===== src/rtl/fewd_pkg.sv =====
`timescale 1ns / 1ps

package fewd_pkg;

    localparam int SAMPLE_BITS     = 16;
    localparam int CHANNELS        = 2;
    localparam int CH_W            = 1;
    localparam int DELAY_DEPTH_DEF = 131072;

    localparam int DLY_W  = 17;
    localparam int GAIN_W = 16;
    localparam int TONE_W = 15;
    localparam int MIX_W  = 17;

    localparam int LP_W       = 24;
    localparam int LP_EXTRA   = 8;
    localparam int COEF_SHIFT = 16;
    localparam int OUT_SHIFT  = 24;

    localparam int OPA_W  = LP_W + 1;
    localparam int OPB_W  = MIX_W + 1;
    localparam int PROD_W = OPA_W + OPB_W;
    localparam int ACC_W  = PROD_W + 1;
    localparam int RES_W  = ACC_W - OUT_SHIFT;

    localparam logic [MIX_W-1:0] UNITY_GAIN = MIX_W'(65536);

    localparam int CFG_AW    = 4;
    localparam int CFG_DW    = 32;
    localparam int REG_IDX_W = CFG_AW - 2;

    localparam logic [REG_IDX_W-1:0] REG_DELAY    = REG_IDX_W'(0);
    localparam logic [REG_IDX_W-1:0] REG_FEEDBACK = REG_IDX_W'(1);
    localparam logic [REG_IDX_W-1:0] REG_TONE     = REG_IDX_W'(2);
    localparam logic [REG_IDX_W-1:0] REG_MIX      = REG_IDX_W'(3);

    localparam logic [DLY_W-1:0]  DELAY_RST    = DLY_W'(18522);
    localparam logic [GAIN_W-1:0] FEEDBACK_RST = GAIN_W'(16384);
    localparam logic [TONE_W-1:0] TONE_RST     = TONE_W'(13206);
    localparam logic [MIX_W-1:0]  MIX_RST      = MIX_W'(11796);

    typedef struct packed {
        logic [DLY_W-1:0]  delay_samples;
        logic [GAIN_W-1:0] feedback_gain;
        logic [TONE_W-1:0] tone_coeff;
        logic [MIX_W-1:0]  mix_level;
    } cfg_t;

    typedef struct packed {
        logic                    go;
        logic                    clr;
        logic signed [OPA_W-1:0] a;
        logic signed [OPB_W-1:0] b;
        logic signed [ACC_W-1:0] addend;
    } mac_cmd_t;

    function automatic logic signed [SAMPLE_BITS-1:0] sat_sample(
        input logic signed [RES_W-1:0] v
    );
        logic signed [RES_W-1:0] hi;
        logic signed [RES_W-1:0] lo;
        hi = RES_W'((1 << (SAMPLE_BITS - 1)) - 1);
        lo = ~hi;
        if (v > hi)
        begin
            return hi[SAMPLE_BITS-1:0];
        end
        if (v < lo)
        begin
            return lo[SAMPLE_BITS-1:0];
        end
        return v[SAMPLE_BITS-1:0];
    endfunction

endpackage


===== src/rtl/fewd_cfg.sv =====
`timescale 1ns / 1ps

module fewd_cfg import fewd_pkg::*; (
    input  logic              clk,
    input  logic              rst_n,
    input  logic              psel,
    input  logic              penable,
    input  logic              pwrite,
    input  logic [CFG_AW-1:0] paddr,
    input  logic [CFG_DW-1:0] pwdata,
    output logic [CFG_DW-1:0] prdata,
    output cfg_t              cfg
);

    cfg_t                   cfg_reg;
    logic                   wr_en;
    logic [REG_IDX_W-1:0]   idx;

    assign idx   = paddr[CFG_AW-1:2];
    assign wr_en = psel && penable && pwrite;
    assign cfg   = cfg_reg;

    always_ff @(posedge clk or negedge rst_n)
    begin
        if (!rst_n)
        begin
            cfg_reg.delay_samples <= DELAY_RST;
            cfg_reg.feedback_gain <= FEEDBACK_RST;
            cfg_reg.tone_coeff    <= TONE_RST;
            cfg_reg.mix_level     <= MIX_RST;
        end
        else if (wr_en)
        begin
            unique case (idx)
                REG_DELAY:    cfg_reg.delay_samples <= pwdata[DLY_W-1:0];
                REG_FEEDBACK: cfg_reg.feedback_gain <= pwdata[GAIN_W-1:0];
                REG_TONE:     cfg_reg.tone_coeff    <= pwdata[TONE_W-1:0];
                REG_MIX:      cfg_reg.mix_level     <= pwdata[MIX_W-1:0];
                default:      ;
            endcase
        end
    end

    always_comb
    begin
        unique case (idx)
            REG_DELAY:    prdata = CFG_DW'(cfg_reg.delay_samples);
            REG_FEEDBACK: prdata = CFG_DW'(cfg_reg.feedback_gain);
            REG_TONE:     prdata = CFG_DW'(cfg_reg.tone_coeff);
            REG_MIX:      prdata = CFG_DW'(cfg_reg.mix_level);
            default:      prdata = '0;
        endcase
    end

endmodule


===== config.mk =====
export PLATFORM = sky130hd
export DESIGN_NAME = fewd_cfg
export DESIGN_NICKNAME = d
export VERILOG_FILES = /design/src/rtl/fewd_pkg.sv /design/src/rtl/fewd_cfg.sv
export SDC_FILE = /design/constraint.sdc
export NUM_CORES = 1
export LEC_CHECK = 0
export ABC_AREA = 1
export CAP_MARGIN = 15
export CELL_PAD_IN_SITES_DETAIL_PLACEMENT = 0
export CELL_PAD_IN_SITES_GLOBAL_PLACEMENT = 1
export CORE_UTILIZATION = 40
export CTS_CLUSTER_DIAMETER = 40
export DETAILED_ROUTE_END_ITERATION = 10
export DONT_BUFFER_PORTS = 1
export MAX_ROUTING_LAYER = met4
export PLACE_DENSITY_LB_ADDON = 0.1
export SKIP_LAST_GASP = 1
export SLEW_MARGIN = 40
export SYNTH_ARGS = -nofsm -noshare
export SYNTH_HDL_FRONTEND = slang
export SYNTH_SLANG_ARGS = --single-unit

===== constraint.sdc =====
create_clock -name clk -period 0.8 [get_ports clk]
set_input_delay 0.12 -clock clk [delete_from_list [all_inputs] [get_ports clk]]
set_output_delay 0.12 -clock clk [all_outputs]
set_load 0.03 [all_outputs]

# --- After elaboration in Yosys (flattened, before gate mapping) ---
# Cells that the tools add are included.
word_totals:
  reg_bits: 65
  elab_cells: 15
  in_bits: 41
  out_inout_bits: 97
classes:
  n_eq_ne: 3
  n_reduce_logical: 7
  muxes: 1
op_table:
  columns: ["op", "n"]
  rows:
  - ["32-bit case mux with 4 select lines", 1]
  - ["2-bit AND reduction", 4]
  - ["2-bit == test, second input constant", 2]
  - ["2-bit by 1-bit == test with 1-bit output, second input constant", 1]
  - ["1-bit logical AND", 2]
  - ["2-bit logical NOT", 1]

# --- Logic depth before layout (Yosys ltp) ---
# Gate-level depths: netlist of the first run.
depth:
  ltp_word: 3
  mapped_depth: 8
  mapped_depth_nobuf: 6

# --- Worst setup path before layout of the first run ---
# OpenSTA, ideal clock, no wires.
synth_timing:
  path_type: "register to output"
  start: "register cfg_reg (netlist bit cfg[19])"
  end: "output port prdata[2]"
  arrival_ns: 0.997
  path_slack_ns: -0.317
  stages_incl_launch_ff: 3
  required_ns: 0.680
  path_buffers: 0
  path_cell_list: "dfstp_2 nand3_1 nand4_1"
synth_via:
  elab_chain_len: 1
synth_rtl:
  columns: ["item", "line", "text"]
  rows:
  - ["start, declared", "fewd_cfg.sv:15", "cfg_t cfg_reg;"]
  - ["32-bit case mux with 4 select lines", "fewd_cfg.sv:46", "unique case (idx)"]
  - ["end, declared", "fewd_cfg.sv:11", "output logic [CFG_DW-1:0] prdata,"]
# No other way between the ends. The select of a mux whose other input is x is not followed.

# --- Final worst setup path of the first run ---
layout_timing:
  start: "register cfg_reg (netlist bit cfg[11])"
  end: "output port prdata[11]"
# Same word-level chain as after synthesis.

==> results of run 1 <==
repair_timing:
action,4_1_cts,5_1_grt
buffers inserted,2,4
cloned,0,0
pin swaps,26,28
setup endpoints to repair,106,118
gates resized for setup,86,47
hold endpoints to repair,130,65
where the power goes:
group / total, W / internal (W) / switching, W
clock network: 0.00256 / 0.00129 / 0.00127
logic: 0.00553 / 0.00235 / 0.00317
registers: 0.00469 / 0.00414 / 0.000549
total: 0.0128 / 0.00778 / 0.00499
path summary, 6_finish.rpt:
| path | startpoint | to | slack, ns |
|---|---|---|---|
| max | cfg[11] | prdata[11] | -0.52 |
| min | rst_n | cfg[41] | -0.53 |
| max reg2reg | cfg[9] | cfg[9] | -0.14 |
| min reg2reg | cfg[16] | cfg[16] | 0.52 |
| max in group asynchronous | rst_n | cfg[62] | 1.12 |
| min in group clk | paddr[3] | cfg[26] | 0.16 |
synth_stat cells:
master	instances	area share (%)
conb_1	1	0.12
nand3_4	1	0.54
nand3_1	46	7.2
inv_4	2	0.39
nand2_2	7	1.4
clkbuf_1	7	0.82
inv_2	4	0.47
nor2_4	6	2.1
buf_6	9	3.2
buf_1	1	0.12
buf_2	2	0.31
buf_4	15	3.5
nand2_4	1	0.35
nand4_1	15	2.9
dfstp_2	21	17
dfrtp_1	44	34
nand2_1	217	25
through the flow:
stage	area, sq um	util (%)	std cells	setup slack, ns
4_1_cts	4800	61.8	621	-0.511
3_3_place_gp	4100	52.8	586	-0.152
6_report	4980	64.1	625	-0.522
2_1_floorplan	3380	-	413	-0.289
3_5_place_dp	4100	52.8	586	-0.161
5_1_grt	4980	64.1	625	-0.564
layout make-up:
type	instances	area, sq um
Inverter	6	30.0
Sequential cell	65	1670
Tap cell	102	128
Timing Repair Buffer	128	1420
Clock buffer	13	159
Fill cell	706	2790
Clock inverter	3	17.5
Multi-Input combinational cell	308	1560
metal layers:
layer	vias to the layer above	GRT usage, %
met1	1497	34.1
met2	98	44.7
met3	14	5.31
met4	0	9.79
met5	-	-
li1	1487	-
kinds of logic after synthesis:
family / count (synthesis) / share of synthesized area, %
buffers and inverters: 40 / 8.75
flip-flops: 65 / 51.4
other: 1 / 0.117
AND/OR/NAND/NOR: 293 / 39.8
critical path, cell delays in order, from the launching register on:
cell and delay [ns]:
dfstp_2 0.54, nand3_2 0.06, nand4_1 0.13, buf_12 0.14
placed cells by master (no fill, tap or decap), types with 10 or more instances in the layout:
cell | netlist | layout
buf_6 | 9 | 77
dfrtp_2 | 0 | 10
nand3_2 | 0 | 20
dfrtp_1 | 44 | 34
conb_1 | 1 | 15
nand3_1 | 46 | 25
nand2_2 | 7 | 37
dfstp_2 | 21 | 21
buf_4 | 15 | 22
nand2_1 | 217 | 182
clkbuf_8 | 0 | 11
dlygate4sd3_1 | 0 | 17
nand4_1 | 15 | 15
==> reports/metrics.yaml, run 1 <==
cap_violations: 0
worstPathArrival_ns: 1.20
core-area_sq_um: 7770
die_h_microns: 91.7
dieWidth_microns: 91.7
whs_ns: -0.530
ys_seq_area_share_pct: 51.4
power_density_nw_per_um2: 2570
violations: "negative hold slack, negative setup slack"
hold_buffers: 17
cts_buffers: 9
worst_slack_ns: -0.522
grt_pass1_vias: 3238
max_freq_mhz: 756
leakage_nw: 2.46
wl_met3_microns: 588
status: "finished with violations"
clk_pin_slew_ns: 0.08
finalSetupViolations: 104
worstPathRequired_ns: 0.68
via_per_inst: 4.95
ant_nets: 0
insertion_delay_ns: 0.34
h-tree-depth: 3
ys_warn_count: 0
max-vdd-ir-drop_uv: 1150
crit_type: "reg -> out"
io_buffers: 0
synth_cell_types: 17
clock_skew_ns: 0
hold_violations: 65
largest_reg_flops: 65
first_pass_iters: 4
vias: 3096
diodes: 0
total_power_w: 0.0128
crit_fanout: 2
finalNetCount: 559
grt_pass1_wl_mm: 16.9
drt_iter0_drc: 136
dp.final_hpwl_mm: 6.69
gp_congestion: 0.798
ioPinCount: 138
rows: 32
netlist_instances: 399
synth_area_sq_um: 3220
r2r_cells: 4
rsz0062_at_grt: "true"
area_growth_pct: 54.7
cts_num_sinks: 65
timing.final.crit_share_pct: 165
drv_slew: 0
routed.top_layer: "met4"
critPathLaunchType: "flop"
ys_ff_latch: 65
grt_max_degree: 66
tns_ns: -26.01
end_kind: "primary output"
drc: 0
wirelength_mm: 10.6
dieArea_sq_um: 8400
post-route-min-period_ns: 1.32
overflow: 0
antenna_found_initial: 0
wl_per_cell_microns: 17.0
root_buffer: "clkbuf_8"
wl_met1_mm: 4.67
hp-class: "in -> async"
cts_tree: "built"
clock_path_buffers: 2
synth.avg_cell_area_sq_um: 8.06
drive_gt1_share_pct: 44.6
dr_wl_met2_mm: 5.21
start_util_pct: 41.4
grt_usage_pct: 27.4
Note: power is estimated with default switching activity, not from simulation.
==> run 2: changes to the inputs <==
--- a/config.mk
+++ b/config.mk
@@ -9,7 +9,7 @@
 export CAP_MARGIN = 15
 export CELL_PAD_IN_SITES_DETAIL_PLACEMENT = 0
 export CELL_PAD_IN_SITES_GLOBAL_PLACEMENT = 1
-export CORE_UTILIZATION = 40
+export CORE_UTILIZATION = 48
 export CTS_CLUSTER_DIAMETER = 40
 export DETAILED_ROUTE_END_ITERATION = 10
 export DONT_BUFFER_PORTS = 1
==> constraint.sdc (replaced) <==
create_clock -name clk -period 1.6 [get_ports clk]
set_input_delay 0.24 -clock clk [delete_from_list [all_inputs] [get_ports clk]]
set_output_delay 0.24 -clock clk [all_outputs]
set_load 0.03 [all_outputs]
==> reports/metrics.yaml, run 2 (same netlist as run 1, synthesis figures left out) <==
endpoint: "prdata[14]"
leakage_nw: 1.83  # -25%
die_h_microns: 83.9  # -8.5%
finalNetCount: 464  # -17%
drt_iter0_drc: 179  # +32%
ioPinCount: 138  # unchanged
final_common_cell: "nand2_1"
h-tree-depth: 3  # unchanged
hp-class: "in -> async"
grt_pass1_wl_mm: 14.4  # -15%
r2r_end: "cfg[19]"
grt_max_degree: 66  # unchanged
r2r_slack_ns: 0.72  # +0.86 ns
swShare_pct: 40.5  # +1.4 points
clock_skew_ns: 0  # unchanged
p_seq_share_pct: 52.6  # +16 points
cap_violations: 0  # unchanged
placedInstanceArea_sq_um: 3270  # -20%
power.switching_w: 0.00221  # -56%
rsz0062_at_grt: "true"
crit_type: "reg -> out"
max_freq_mhz: 623
power_density_nw_per_um2: 1490  # -42%
root_buffer: "clkbuf_8"
core-area_sq_um: 6420  # -17%
grt_pass1_vias: 2746  # -15%
gp_congestion: 0.792  # -0.75%
drc: 22  # +22
drive_gt1_share_pct: 22.0  # -23 points
io_buffers: 0  # unchanged
grt_usage_pct: 28.1  # +0.69 points
via_per_inst: 5.38  # +8.6%
insertion_delay_ns: 0.33  # about the same
cts_tree: "built"
tightest_slew_ns: 0.530
crit_fanout: 3  # +1
internal_power_w: 0.00325  # -58%
diodes: 0  # unchanged
worst_slack_ns: -0.00557  # +0.517 ns
combPwrFrac_pct: 20.2  # -23 points
postLayoutCoreUtil_pct: 57.2  # -6.9 points
hold_buffers: 13  # -4
hold_violations: 65  # unchanged
cts_num_sinks: 65  # unchanged
finalSetupViolations: 4  # -96%
critPathLaunchType: "flop"
cts_buffers: 9  # unchanged
instances_no_fill: 505  # -19%
max-vdd-ir-drop_uv: 716  # -38%
cp-startpoint: "cfg[62]"
post-cts-setup-buffers: 0  # -2
start_util_pct: 50.1  # +8.7 points
dp.final_hpwl_mm: 5.22  # -22%
ant_nets: 0  # unchanged
violations: "design-rule violations, negative hold slack, negative setup slack"
fin_area_sq_um: 3670  # -26%
clock_path_buffers: 2  # unchanged
final_cell_mix: "nand2_1, nand3_1, dfrtp_1"
largest_reg_flops: 65  # unchanged
worstPathRequired_ns: 1.36  # +0.68 ns
wl_per_cell_microns: 17.6  # +3.5%
rows: 29  # -9.4%
timing.final.crit_share_pct: 100
worstPathArrival_ns: 1.37  # +0.17 ns
dieArea_sq_um: 7030  # -16%
clk_pin_slew_ns: 0.07  # about the same
area_growth_pct: 14.2
status: "finished with violations"
relSlewSlack_pct: 64.6
vias: 2717  # -12%
r2r_start: "cfg[19]"
post-route-min-period_ns: 1.61
antenna_found_initial: 0  # unchanged
whs_ns: -0.406  # +0.125 ns
pwr-share-clk_pct: 27.2  # +7.2 points
wirelength_mm: 8.87  # -16%
overflow: 0  # unchanged
r2r_cells: 3  # -1
preCtsSetupSlack_ns: 0.322  # +0.483 ns
end_kind: "primary output"
dp.cells: 476  # -19%
dieWidth_microns: 83.9  # -8.5%
tns_ns: -0.0117  # +26.00 ns
first_pass_iters: 8  # +4
drv_slew: 0  # unchanged
-- run 2: changes by cell type in the layout (fill, tap and decap cells not counted), sizes merged --
cell / previous run / this run
buf: 111 / 20
dlygate4sd3: 17 / 13
bufinv: 0 / 1
clkinvlp: 1 / 2
clkbuf: 13 / 12
clkinv: 2 / 1
-- run 2: critical path, stage by stage (launching register included) --
cell,delay (ns)
dfstp_2,0.66
nand2_1,0.08
nand4_1,0.30
-- run 2: how the worst min path moves through the flow --
stage / startpoint / to / cells after the start
detailed placement: rst_n / cfg[55] / 0
global route: rst_n / cfg[56] / 0
CTS: rst_n / cfg[55] / 0
finish: rst_n / cfg[55] / 0
global placement: rst_n / cfg[55] / 0
floorplan: rst_n / cfg[0] / 0
-- run 2: repair_timing --
action / 4_1_cts / 5_1_grt
pin swaps: 13 / 5
resized for setup: 12 / 4
endpoints found under the setup margin: 12 / 15
hold endpoints to repair: 87 / 65
-- run 2: metrics by stage --
step	hold WS (ns)	total power (W)
6_report	-0.406	0.00547
5_1_grt	-0.429	0.00572
4_1_cts	-0.427	0.00551
3_5_place_dp	-0.0544	0.00396
3_3_place_gp	-0.0544	0.00393
2_1_floorplan	-0.0556	0.00370
-- run 2: metal layers --
metal	vias to the layer above	GRT usage (%)	wire length (microns)
met5	-	-	0
li1	1285	-	-
met1	1293	34.3	3870
met2	123	44.3	4140
met4	0	13.0	180
met3	16	6.63	675
-- run 2: power groups by stage --
stage,clock network (W),registers [W],logic (W)
2_1_floorplan,0,0.00301,0.000691
3_3_place_gp,0,0.00288,0.00105
3_5_place_dp,0,0.00289,0.00107
4_1_cts,0.00152,0.00287,0.00111
5_1_grt,0.00158,0.00293,0.00121
6_report,0.00149,0.00288,0.00110
-- run 2: area by class of cell --
cell class                      count  area [sq um]
Timing Repair Buffer               33           293
Fill cell                         608          2750
Clock buffer                       12           165
Sequential cell                    65          1660
Inverter                            6          27.5
Clock inverter                      4          50.0
Multi-Input combinational cell    308          1380
Tap cell                           77          96.3
