## src/rtl/fewd_pkg.sv

```systemverilog
`timescale 1ns / 1ps

package fewd_pkg;

    localparam int SAMPLE_BITS     = 16;
    localparam int CHANNELS        = 2;
    localparam int CH_W            = 1;
    localparam int DELAY_DEPTH_DEF = 131072;

    localparam int DLY_W  = 17;
    localparam int GAIN_W = 16;
    localparam int TONE_W = 15;
    localparam int MIX_W  = 17;

    localparam int LP_W       = 24;
    localparam int LP_EXTRA   = 8;
    localparam int COEF_SHIFT = 16;
    localparam int OUT_SHIFT  = 24;

    localparam int OPA_W  = LP_W + 1;
    localparam int OPB_W  = MIX_W + 1;
    localparam int PROD_W = OPA_W + OPB_W;
    localparam int ACC_W  = PROD_W + 1;
    localparam int RES_W  = ACC_W - OUT_SHIFT;

    localparam logic [MIX_W-1:0] UNITY_GAIN = MIX_W'(65536);

    localparam int CFG_AW    = 4;
    localparam int CFG_DW    = 32;
    localparam int REG_IDX_W = CFG_AW - 2;

    localparam logic [REG_IDX_W-1:0] REG_DELAY    = REG_IDX_W'(0);
    localparam logic [REG_IDX_W-1:0] REG_FEEDBACK = REG_IDX_W'(1);
    localparam logic [REG_IDX_W-1:0] REG_TONE     = REG_IDX_W'(2);
    localparam logic [REG_IDX_W-1:0] REG_MIX      = REG_IDX_W'(3);

    localparam logic [DLY_W-1:0]  DELAY_RST    = DLY_W'(18522);
    localparam logic [GAIN_W-1:0] FEEDBACK_RST = GAIN_W'(16384);
    localparam logic [TONE_W-1:0] TONE_RST     = TONE_W'(13206);
    localparam logic [MIX_W-1:0]  MIX_RST      = MIX_W'(11796);

    typedef struct packed {
        logic [DLY_W-1:0]  delay_samples;
        logic [GAIN_W-1:0] feedback_gain;
        logic [TONE_W-1:0] tone_coeff;
        logic [MIX_W-1:0]  mix_level;
    } cfg_t;

    typedef struct packed {
        logic                    go;
        logic                    clr;
        logic signed [OPA_W-1:0] a;
        logic signed [OPB_W-1:0] b;
        logic signed [ACC_W-1:0] addend;
    } mac_cmd_t;

    function automatic logic signed [SAMPLE_BITS-1:0] sat_sample(
        input logic signed [RES_W-1:0] v
    );
        logic signed [RES_W-1:0] hi;
        logic signed [RES_W-1:0] lo;
        hi = RES_W'((1 << (SAMPLE_BITS - 1)) - 1);
        lo = ~hi;
        if (v > hi)
        begin
            return hi[SAMPLE_BITS-1:0];
        end
        if (v < lo)
        begin
            return lo[SAMPLE_BITS-1:0];
        end
        return v[SAMPLE_BITS-1:0];
    endfunction

endpackage

```

## src/rtl/fewd_mac.sv

```systemverilog
`timescale 1ns / 1ps

// two-stage multiply-accumulate: product registered, then added
module fewd_mac import fewd_pkg::*; (
    input  logic                    clk,
    input  logic                    rst_n,
    input  mac_cmd_t                cmd,
    output logic signed [ACC_W-1:0] acc
);

    logic                     go_reg;
    logic                     clr_reg;
    logic signed [PROD_W-1:0] prod_reg;
    logic signed [ACC_W-1:0]  addend_reg;
    logic signed [ACC_W-1:0]  acc_reg;

    assign acc = acc_reg;

    always_ff @(posedge clk or negedge rst_n)
    begin
        if (!rst_n)
        begin
            go_reg <= 1'b0;
        end
        else
        begin
            go_reg <= cmd.go;
        end
    end

    always_ff @(posedge clk)
    begin
        if (cmd.go)
        begin
            prod_reg   <= cmd.a * cmd.b;
            addend_reg <= cmd.addend;
            clr_reg    <= cmd.clr;
        end
        if (go_reg)
        begin
            acc_reg <= (clr_reg ? addend_reg : acc_reg) + ACC_W'(prod_reg);
        end
    end

endmodule

```

## config.mk

```make
export PLATFORM = sky130hd
export DESIGN_NAME = fewd_mac
export DESIGN_NICKNAME = d
export VERILOG_FILES = /design/src/rtl/fewd_pkg.sv /design/src/rtl/fewd_mac.sv
export SDC_FILE = /design/constraint.sdc
export NUM_CORES = 1
export LEC_CHECK = 0
export ABC_AREA = 1
export ABC_CLOCK_PERIOD_IN_PS = 3980
export BUFFER_PORTS_ARGS = -buffer_cell sky130_fd_sc_hd__buf_2
export CAP_MARGIN = 30
export CORE_MARGIN = 3
export CORE_UTILIZATION = 45
export CTS_CLUSTER_DIAMETER = 80
export CTS_CLUSTER_SIZE = 20
export DETAILED_ROUTE_END_ITERATION = 12
export PLACE_DENSITY = 0.71
export SYNTH_ARGS = -nofsm -noshare
export SYNTH_HDL_FRONTEND = slang
export SYNTH_SLANG_ARGS = --single-unit
```

## constraint.sdc

```tcl
create_clock -name clk -period 3.98 [get_ports clk]
set_input_delay 0.199 -clock clk [delete_from_list [all_inputs] [get_ports clk]]
set_output_delay 0.199 -clock clk [all_outputs]
set_load 0.005 [all_outputs]
```

### Word-level counts from Yosys, hierarchy flattened

Index checks and enable logic that the tools add are counted.

* add/subtract/negate cells: 1
* multipliers: 1
* mux-type cells: 1

Operators with widths (count)
* $add A44 B43 Y44: 1
* $mux W44: 1
* $mul A25 B18 Y43: 1

* flip-flop bits (word level): 133
* bits of input ports: 91
* output and inout bits: 44
* word-level logic and storage cells: 8

### Depth between registers and ports, before layout

Gate-level depths: netlist (run 1).

* word-level depth: 2
* depth in mapped cells: 29
* gate-level depth less buffers: 27

### Worst setup path before layout (run 1)

No wires, ideal clock.

* path type: input-to-reg
* from: input port cmd[86] (netlist bit)
* to: register prod_reg[41], data pin
* arrival time: 5.304 ns
* required time: 3.727 ns
* slack: -1.577 ns
* stages on the path: 20
* cell sequence: clkbuf_1 > clkbuf_1 > nand2_1 > fa_1 > inv_1 > fa_1 > fa_1 > fa_1 > inv_1 > fa_1 > inv_1 > fa_1 > ha_1 > inv_1 > nor3_1 > nand2_1 > nor2_1 > nand3_1 > nand4_1 > nand2_1

* cells in the longest elaborated chain, start to end: 1

RTL lines
* start: declaration: line fewd_mac.sv:7 `input mac_cmd_t cmd,`
* $mul A25 B18 Y43: line fewd_mac.sv:35 `prod_reg <= cmd.a * cmd.b;`
* end signal: assignment: line fewd_mac.sv:35
* end: declaration: line fewd_mac.sv:13 `logic signed [PROD_W-1:0] prod_reg;`

No other way between the ends.
A chain may end at the register's enable or synchronous reset.

### Final worst setup path (run 1)

* from: input port cmd[86] (netlist bit)
* to: register prod_reg[38], data pin

The elaborated chain is that of the path after synthesis.

==> results of run 1 <==
-- final cells by class --
type	instances	share of cell area, %
tap	748	2.80
sequential	133	12.0
multi-input combinational	2131	59.1
inverter	935	10.6
timing repair buffer	501	13.8
clock inverter	13	0.367
clock buffer	19	1.33
-- cells in the final DEF, fill, tap and decap left out, drive strengths merged --
cell type       n
a21boi          1
a21o            5
a21oi          59
and3            1
buf           448
bufbuf          1
bufinv          1
clkbuf         25
clkinv          4
clkinvlp        5
dfrtp           1
dlygate4sd3    46
edfxtp        132
fa            442
ha            150
inv           938
mux2           42
nand2        1043
nand3          96
nand3b          6
nand4          21
nor2          172
nor3           13
o211ai          2
o21ai          10
o21bai         12
or2             6
xnor2           7
xor2           43
-- how the worst max path moves through the flow --
stage          startpoint                endpoint  slack, ns  depth (start not counted)
2_1_floorplan     cmd[86]  prod_reg[41]$_DFFE_PP_      -1.06                         20
3_3_place_gp      cmd[50]  prod_reg[40]$_DFFE_PP_      -1.49                         17
3_5_place_dp      cmd[50]  prod_reg[40]$_DFFE_PP_      -1.59                         19
4_1_cts           cmd[58]  prod_reg[41]$_DFFE_PP_      -0.91                         23
5_1_grt           cmd[58]  prod_reg[41]$_DFFE_PP_      -1.12                         22
6_report          cmd[86]  prod_reg[38]$_DFFE_PP_      -0.98                         23
-- critical path, delay by kind of cell --
family	cells	cell delay, ns
fa+ha+maj	7	3.48
compound gates	1	0.16
simple gates	8	0.69
buf+inv	7	0.57
-- stage by stage --
stage	hold WS, ns	worst slack (ns)
global route	0.117	-1.12
finish	0.105	-0.976
floorplan	-0.0966	-1.06
detailed placement	-0.0241	-1.59
global placement	-0.0231	-1.49
CTS	0.0637	-0.914
-- kinds of logic after synthesis --
logic type / Yosys count / share of synthesized area (%)
multiplexers: 42 / 1.86
adder cells (fa/ha/maj): 592 / 42.1
XOR/XNOR: 50 / 1.72
AND/OR/NAND/NOR: 1358 / 21.3
AO/OA/AOI/OAI: 89 / 2.01
flip-flops: 133 / 15.7
buffers and inverters: 1043 / 15.4
-- per-layer routing --
layer | GRT usage, % | up-vias | wire length, µm
li1 | - | 10300 | -
met1 | 32.7 | 10700 | 30900
met2 | 44.6 | 749 | 36700
met3 | 2.37 | 172 | 3950
met4 | 8.39 | 0 | 2830
met5 | 0 | - | 0
-- repair_timing --
item / 4_1_cts / 5_1_grt
resized for setup: 347 / 223
cloned: 4 / 3
setup buffers: 51 / 30
setup endpoints to repair: 37 / 35
hold endpoints to repair: 46 / 0
hold buffers: 46 / 0
pin swaps: 172 / 187
==> impl_metrics.py, run 1 <==
metrics = {
    "outcome": {
        "status": "finished with violations",
        "violations": "negative setup slack",
    },
    "floorplanning": {
        "die_x_um": 244,
        "placementRows": 86,
        "pin_count": 135,
        "core-area_um2": 55500,
        "die_area_um2": 59500,
        "die_h_um": 244,
        "initial_core_util_pct": 45.9,
    },
    "timing": {
        "relSlewSlack_pct": 39.6,
        "fin_setup_tns_ns": -24.71,
        "fin_ws_ns": -0.976,
        "period_minus_slack_ns": 4.96,
        "hold_viol": 0,
        "setup_viol": 34,
        "slew_violations": 0,
        "worst_slew_pin_slew_ns": 0.906,
        "rsz0062_at_grt": "true",
        "max_freq_mhz": 202,
        "skew_ns": 0.0157,
        "fin_crit_sh_pct": 125,
    },
    "routing": {
        "ant_nets": 0,
        "vias": 21900,
        "drc": 0,
        "firstDrtPassIters": 6,
        "via_per_inst": 4.90,
        "wirelength_um": 74300,
        "drtIter0Drc": 1479,
        "wl_per_cell_um": 16.6,
    },
    "critical_path": {
        "cp_cell_sequence": "buf_12 -> buf_12 -> nand2_8 -> fa_1 -> inv_2 -> fa_2 -> buf_6 -> fa_1 -> inv_2 -> fa_1 -> inv_2 -> fa_1 -> fa_1 -> ha_4 -> nand2_4 -> inv_1 -> nand2_1 -> nand2_2 -> o21bai_1 -> nor2_1 -> nand3_1 -> nand2_1 -> nand2_1",
        "cp-start-kind": "input pin",
        "cpMaxStageDelayCell": "fa_1",
        "end_kind": "flip-flop",
        "r2r_setup_slack_ns": 0.70,
        "crit_fanout": 5,
        "r2r_start": "clr_reg$_DFFE_PP_",
        "arrival_ns": 5.14,
        "rr_endpoint": "acc[18]$_DFFE_PP_",
        "worstSetupPathType": "in2reg",
        "worstRegToRegCells": 14,
        "cp.required_ns": 4.16,
        "crit_top_cell": "fa_1",
        "slowest_delay_ns": 0.60,
    },
    "finish": {
        "final_nets": 4402,
        "antennaDiodeCount": 0,
        "fin_cells": 4480,
        "final_util_pct": 60.1,
        "drive_above_1_share_pct": 27.8,
        "seq_area_um2": 3990,
        "multiInputGateArea_um2": 19700,
        "area_growth_pct": 31.0,
        "fillers": 4712,
        "fin_area_um2": 33400,
    },
    "synth": {
        "synth_top_area_share_pct": 34.7,
        "synth_flop_cell": "edfxtp_1",
        "ys_seq_elements": 133,
        "synth.largest_area_cell": "fa_1",
        "synthTopCellsByCount": "nand2_1 (1,040), inv_1 (933), fa_1 (442)",
        "ys_warn_count": 0,
        "synth_cell_type_count": 33,
        "synthCells": 3307,
        "synth_most_common_cell": "nand2_1",
        "synthTopCellsByArea": "fa_1 (35%), edfxtp_1 (16%), nand2_1 (15%)",
        "synth_edf_count": 132,
        "async_flop_share_pct": 0.752,
        "seq_area_frac_synth_pct": 15.7,
        "synth.avg_cell_area_um2": 7.70,
        "syn_area_um2": 25500,
        "synth_fp_nets": 3990,
    },
    "placement": {
        "port_buffers": 134,
        "dp_hpwl_um": 59500,
        "dpl.cell_count": 4319,
        "gp_congestion": 0.943,
        "postPlaceCellArea_um2": 29700,
    },
    "global_routing": {
        "grt_max_degree": 70,
        "track_usage_pct": 25.2,
        "grt_antenna_before_repair": 0,
        "grt_pass1_vias": 23300,
        "grt_remaining_overflow": 0,
        "grt_pass1_wl_um": 119000,
    },
    "cts": {
        "cts_buffers": 17,
        "cts_tree": "done",
        "htree_levels": 4,
        "clk_pin_slew_ns": 0.06,
        "cts_num_sinks": 133,
        "cts_max_path_buffers": 2,
        "insertion_delay_ns": 0.44,
        "root_buffer": "clkbuf_16",
    },
    "job": {
        "cap_violations": 0,
    },
    "worst_hold_path": {
        "hold_path_class": "in2async",
    },
}
Power of run 1 is left out: the tool's default activity adds up to more than one toggle a clock period on the data nets, which glitch-free logic cannot reach.
==> inputs of run 2 (changes only) <==
RECOVER_POWER = 100   (was not set)
TNS_END_PERCENT = 5   (was not set)
==> impl_metrics.py, run 2 (same netlist as run 1, synthesis figures left out) <==
metrics = {
    "outcome": {
        "status": "finished with violations",
        "violations": "max-capacitance violations, max-slew violations, negative setup slack",
    },
    "timing": {
        "fin_crit_sh_pct": 123,
        "hold_viol": 0,
        "period_minus_slack_ns": 4.88,
        "fin_ws_ns": -0.896,
        "rsz0062_at_grt": "true",
        "skew_ns": 0.0165,
        "slew_violations": 93,
        "fin_setup_tns_ns": -24.76,
        "worst_slew_pin_slew_ns": 3.06,
        "relSlewSlack_pct": -104,
        "setup_viol": 36,
        "max_freq_mhz": 205,
    },
    "routing": {
        "ant_nets": 0,
        "via_per_inst": 4.76,
        "highest_layer": "met4",
        "drtIter0Drc": 1357,
        "wirelength_um": 70400,
        "wl_met2_um": 34500,
        "drc": 0,
        "met3_length_um": 3380,
        "firstDrtPassIters": 6,
        "wl_per_cell_um": 16.0,
        "wl_met1_um": 30700,
        "vias": 21000,
    },
    "placement": {
        "port_buffers": 134,
        "gp_congestion": 0.954,
        "dpl.cell_count": 4312,
        "dp_hpwl_um": 60200,
    },
    "job": {
        "cap_violations": 2,
    },
    "finish": {
        "drive_above_1_share_pct": 18.0,
        "fillers": 5093,
        "layout_common_cells": "nand2_1 (977), inv_1 (907), fa_1 (427), buf_4 (229), edfxtp_1 (132)",
        "antennaDiodeCount": 0,
        "final_nets": 4329,
        "final_common_cell": "nand2_1",
        "area_growth_pct": 22.0,
        "fin_cells": 4406,
    },
    "floorplanning": {
        "die_area_um2": 59500,
        "die_x_um": 244,
        "initial_core_util_pct": 45.9,
        "core-area_um2": 55500,
        "die_h_um": 244,
        "pin_count": 135,
        "placementRows": 86,
    },
    "global_routing": {
        "grt_remaining_overflow": 0,
        "grt_pass1_wl_um": 115000,
        "grt_max_degree": 55,
        "grt_antenna_before_repair": 0,
        "grt_pass1_vias": 22300,
        "track_usage_pct": 24.2,
    },
    "critical_path": {
        "slowest_delay_ns": 0.53,
        "cp_cell_sequence": "buf_2 -> inv_1 -> buf_12 -> or2_2 -> fa_1 -> fa_1 -> inv_2 -> fa_2 -> fa_1 -> fa_1 -> inv_1 -> fa_1 -> inv_2 -> ha_4 -> nand2_1 -> nand2_1 -> nand2_1 -> nand3_2 -> a21boi_2 -> nor2_1 -> nor2_1 -> nand2_1 -> nand2_1 -> nand2_1",
        "critPathBufInv": 6,
        "end_kind": "flip-flop",
        "worstRegToRegCells": 13,
        "crit_top_cell": "nand2_1",
        "path_delay_family": "adder cells",
        "cp.required_ns": 4.16,
        "cpMaxStageDelayCell": "fa_2",
        "worstSetupPathType": "in2reg",
        "crit_fanout": 17,
        "arrival_ns": 5.05,
        "cp_num_cells": 24,
        "cp-start-kind": "input pin",
    },
    "cts": {
        "root_buffer": "clkbuf_16",
        "cts_tree": "done",
        "htree_levels": 4,
        "cts_num_sinks": 133,
        "cts_buffers": 17,
        "insertion_delay_ns": 0.44,
        "clk_pin_slew_ns": 0.07,
        "cts_max_path_buffers": 2,
    },
    "worst_hold_path": {
        "hold_path_class": "in2async",
    },
}
==> run 2: worst paths after layout <==
path	startpoint	to	slack, ns
max in group asynchronous	rst_n	go_reg$_DFF_PN0_	3.80
worst max-delay path	cmd[61]	prod_reg[32]$_DFFE_PP_	-0.90
min in group clk	cmd[45]	prod_reg[1]$_DFFE_PP_	0.27
worst min-delay path	rst_n	go_reg$_DFF_PN0_	0.1
worst min register to register	prod_reg[0]$_DFFE_PP_	acc[0]$_DFFE_PP_	0.56
worst max register to register	clr_reg$_DFFE_PP_	acc[24]$_DFFE_PP_	0.19
==> run 2: metal layers <==
layer | up-vias | GRT usage [%]
li1 | 10200 | -
met5 | - | 0
met2 | 593 | 42.4
met3 | 107 | 2.15
met1 | 10100 | 32.3
met4 | 0 | 6.20
==> run 2: what timing repair did <==
action | 4_1_cts | 5_1_grt
gates cloned | 0 | 0
gates resized for setup | 252 | 38
hold buffers | 46 | 0
endpoints found under the hold margin | 46 | 0
setup endpoints to repair | 36 | 36
buffers inserted | 14 | 2
pin swaps | 83 | 27
==> run 2: metrics by stage <==
step / setup WS (ns) / cell area, µm² / util, % / hold WS, ns
after floorplan: -1.06 / 26100 / - / -0.0966
after global placement: -1.66 / 28900 / 52.0 / -0.0255
after detailed placement: -1.65 / 28900 / 52.0 / -0.0253
after CTS: -0.867 / 31000 / 55.9 / 0.0463
after global routing: -1.06 / 31100 / 56.0 / 0.0928
final: -0.896 / 31100 / 56.0 / 0.0999
==> run 2: cell type report <==
| cell class | instances | area (µm²) | share of cell area [%] |
|---|---|---|---|
| clock buffer | 18 | 429 | 1.38 |
| clock inverter | 13 | 198 | 0.636 |
| tap | 748 | 936 | 3.01 |
| inverter | 935 | 3510 | 11.3 |
| multi-input combinational | 2131 | 18700 | 60.1 |
| sequential | 133 | 3990 | 12.8 |
| timing repair buffer | 428 | 3350 | 10.8 |
Power of run 2 is left out for the same reason.
==> inputs of run 3 (changes only) <==
BUFFER_PORTS_ARGS = not set   (was -buffer_cell sky130_fd_sc_hd__buf_2)
DONT_BUFFER_PORTS = 1   (was not set)
PLACE_DENSITY = not set   (was 0.71)
PLACE_DENSITY_LB_ADDON = 0.3   (was not set)
==> impl_metrics.py, run 3 (same netlist as run 1, synthesis figures left out) <==
metrics = {
    "critical_path": {
        "path_delay_family": "adder cells",
        "cpMaxStageDelayCell": "fa_2",
        "r2r_start": "clr_reg$_DFFE_PP_",
        "worstSetupPathType": "in2reg",
        "cp_cell_sequence": "inv_1 -> buf_12 -> buf_6 -> nor2_4 -> fa_1 -> fa_1 -> fa_2 -> fa_2 -> fa_1 -> inv_1 -> fa_1 -> inv_1 -> ha_4 -> nand2_2 -> inv_2 -> nand2_1 -> nand3_2 -> nor2_2 -> nand2_2 -> buf_4 -> buf_4 -> buf_4 -> xor2_2",
        "crit_fanout": 17,
        "arrival_ns": 4.92,
        "rr_endpoint": "acc[24]$_DFFE_PP_",
        "critPathBufInv": 9,
        "cp-start-kind": "input pin",
        "crit_top_cell": "fa_1",
        "r2r_setup_slack_ns": 0.06,
        "end_kind": "flip-flop",
        "cp.required_ns": 4.17,
        "worstRegToRegCells": 13,
        "slowest_delay_ns": 0.56,
    },
    "cts": {
        "cts_num_sinks": 133,
        "cts_buffers": 17,
        "clk_pin_slew_ns": 0.06,
        "root_buffer": "clkbuf_16",
        "cts_max_path_buffers": 2,
        "htree_levels": 4,
        "insertion_delay_ns": 0.44,
        "cts_tree": "done",
    },
    "floorplanning": {
        "die_x_um": 244,
        "initial_core_util_pct": 45.9,
        "die_area_um2": 59500,
        "placementRows": 86,
        "core-area_um2": 55500,
        "pin_count": 135,
        "die_h_um": 244,
    },
    "global_routing": {
        "grt_pass1_vias": 21800,
        "track_usage_pct": 24.1,
        "grt_pass1_wl_um": 113000,
        "grt_remaining_overflow": 0,
        "grt_max_degree": 90,
        "grt_antenna_before_repair": 1,
    },
    "worst_hold_path": {
        "hold_path_class": "in2reg",
        "holdPathStages": 3,
        "min_from": "cmd[44]",
        "hold_end": "prod_reg[1]$_DFFE_PP_",
    },
    "finish": {
        "area_growth_pct": 13.6,
        "final_common_cell": "nand2_1",
        "fillers": 5337,
        "seq_area_um2": 3990,
        "layout_common_cells": "nand2_1 (995), inv_1 (919), fa_1 (430), edfxtp_1 (132), buf_4 (132)",
        "drive_above_1_share_pct": 11.6,
        "multiInputGateArea_um2": 18400,
        "final_nets": 4089,
        "antennaDiodeCount": 0,
    },
    "routing": {
        "drtIter0Drc": 1166,
        "vias": 20400,
        "drc": 0,
        "via_per_inst": 4.89,
        "wl_per_cell_um": 16.7,
        "ant_nets": 0,
        "wirelength_um": 69400,
        "firstDrtPassIters": 5,
    },
    "timing": {
        "rsz0062_at_grt": "true",
        "relSlewSlack_pct": -58.2,
        "fin_crit_sh_pct": 119,
        "period_minus_slack_ns": 4.73,
        "worst_slew_pin_slew_ns": 2.37,
        "hold_viol": 0,
        "skew_ns": 0.0135,
        "fin_setup_tns_ns": -17.78,
        "slew_violations": 130,
        "fin_ws_ns": -0.750,
        "setup_viol": 31,
        "max_freq_mhz": 211,
    },
    "placement": {
        "gp_congestion": 0.961,
        "place_ws_ns": -1.30,
        "port_buffers": 0,
        "dp_hpwl_um": 57600,
    },
    "outcome": {
        "status": "finished with violations",
        "violations": "max-capacitance violations, max-slew violations, negative setup slack",
    },
    "job": {
        "cap_violations": 2,
    },
}
-- run 3: final cells by class --
cell class | count | area share, %
Timing Repair Buffer | 188 | 5.41
Clock inverter | 13 | 0.549
Sequential cell | 133 | 13.8
Multi-Input combinational cell | 2131 | 63.4
Inverter | 935 | 12.1
Clock buffer | 18 | 1.48
Tap cell | 748 | 3.23
-- run 3: through the flow --
stage	cell area (µm²)	instances	utilization (%)	hold slack, ns
CTS	28600	4160	51.5	0.0779
global route	28900	4166	52.1	0.0915
global placement	27300	4077	49.1	-0.0965
floorplan	26100	3307	-	-0.0966
finish	28900	4166	52.1	0.0817
detailed placement	27300	4078	49.2	-0.0965
-- run 3: per-layer routing --
layer  up-vias  track usage [%]  part of all wire (%)
met1      9936             30.4                    42
li1       9716                -                     -
met5         -                0                 0.019
met4         2             6.94                   2.7
met3       120             2.99                   5.4
met2       587             43.5                    50
-- run 3: what timing repair did --
item	in CTS	in global routing
setup endpoints to repair	32	33
endpoints found under the hold margin	136	0
hold buffers	50	0
gates resized for setup	48	96
buffers inserted	1	6
pin swaps	20	50
-- run 3: worst max-delay path by stage --
stage	start	end	slack [ns]	cells past startpoint
CTS	cmd[61]	prod_reg[35]$_DFFE_PP_	-0.73	23
floorplan	cmd[86]	prod_reg[41]$_DFFE_PP_	-1.06	20
global route	cmd[61]	prod_reg[35]$_DFFE_PP_	-0.91	23
finish	cmd[61]	prod_reg[19]$_DFFE_PP_	-0.75	23
global placement	cmd[86]	prod_reg[39]$_DFFE_PP_	-1.28	17
detailed placement	cmd[86]	prod_reg[39]$_DFFE_PP_	-1.30	17
-- run 3: worst reg2reg max path, stage by stage (launching register included) --
cell and delay (ns):
edfxtp_1 0.37, clkbuf_2 0.88, o21ai_0 0.42, fa_1 0.57
inv_1 0.18, nand3_1 0.09, nand3_1 0.27, nand2_1 0.11
nand2_1 0.22, nand2_1 0.10, nand2_2 0.12, nand2_1 0.06
nand2_1 0.09, xor2_1 0.24
Power of run 3 is left out for the same reason.
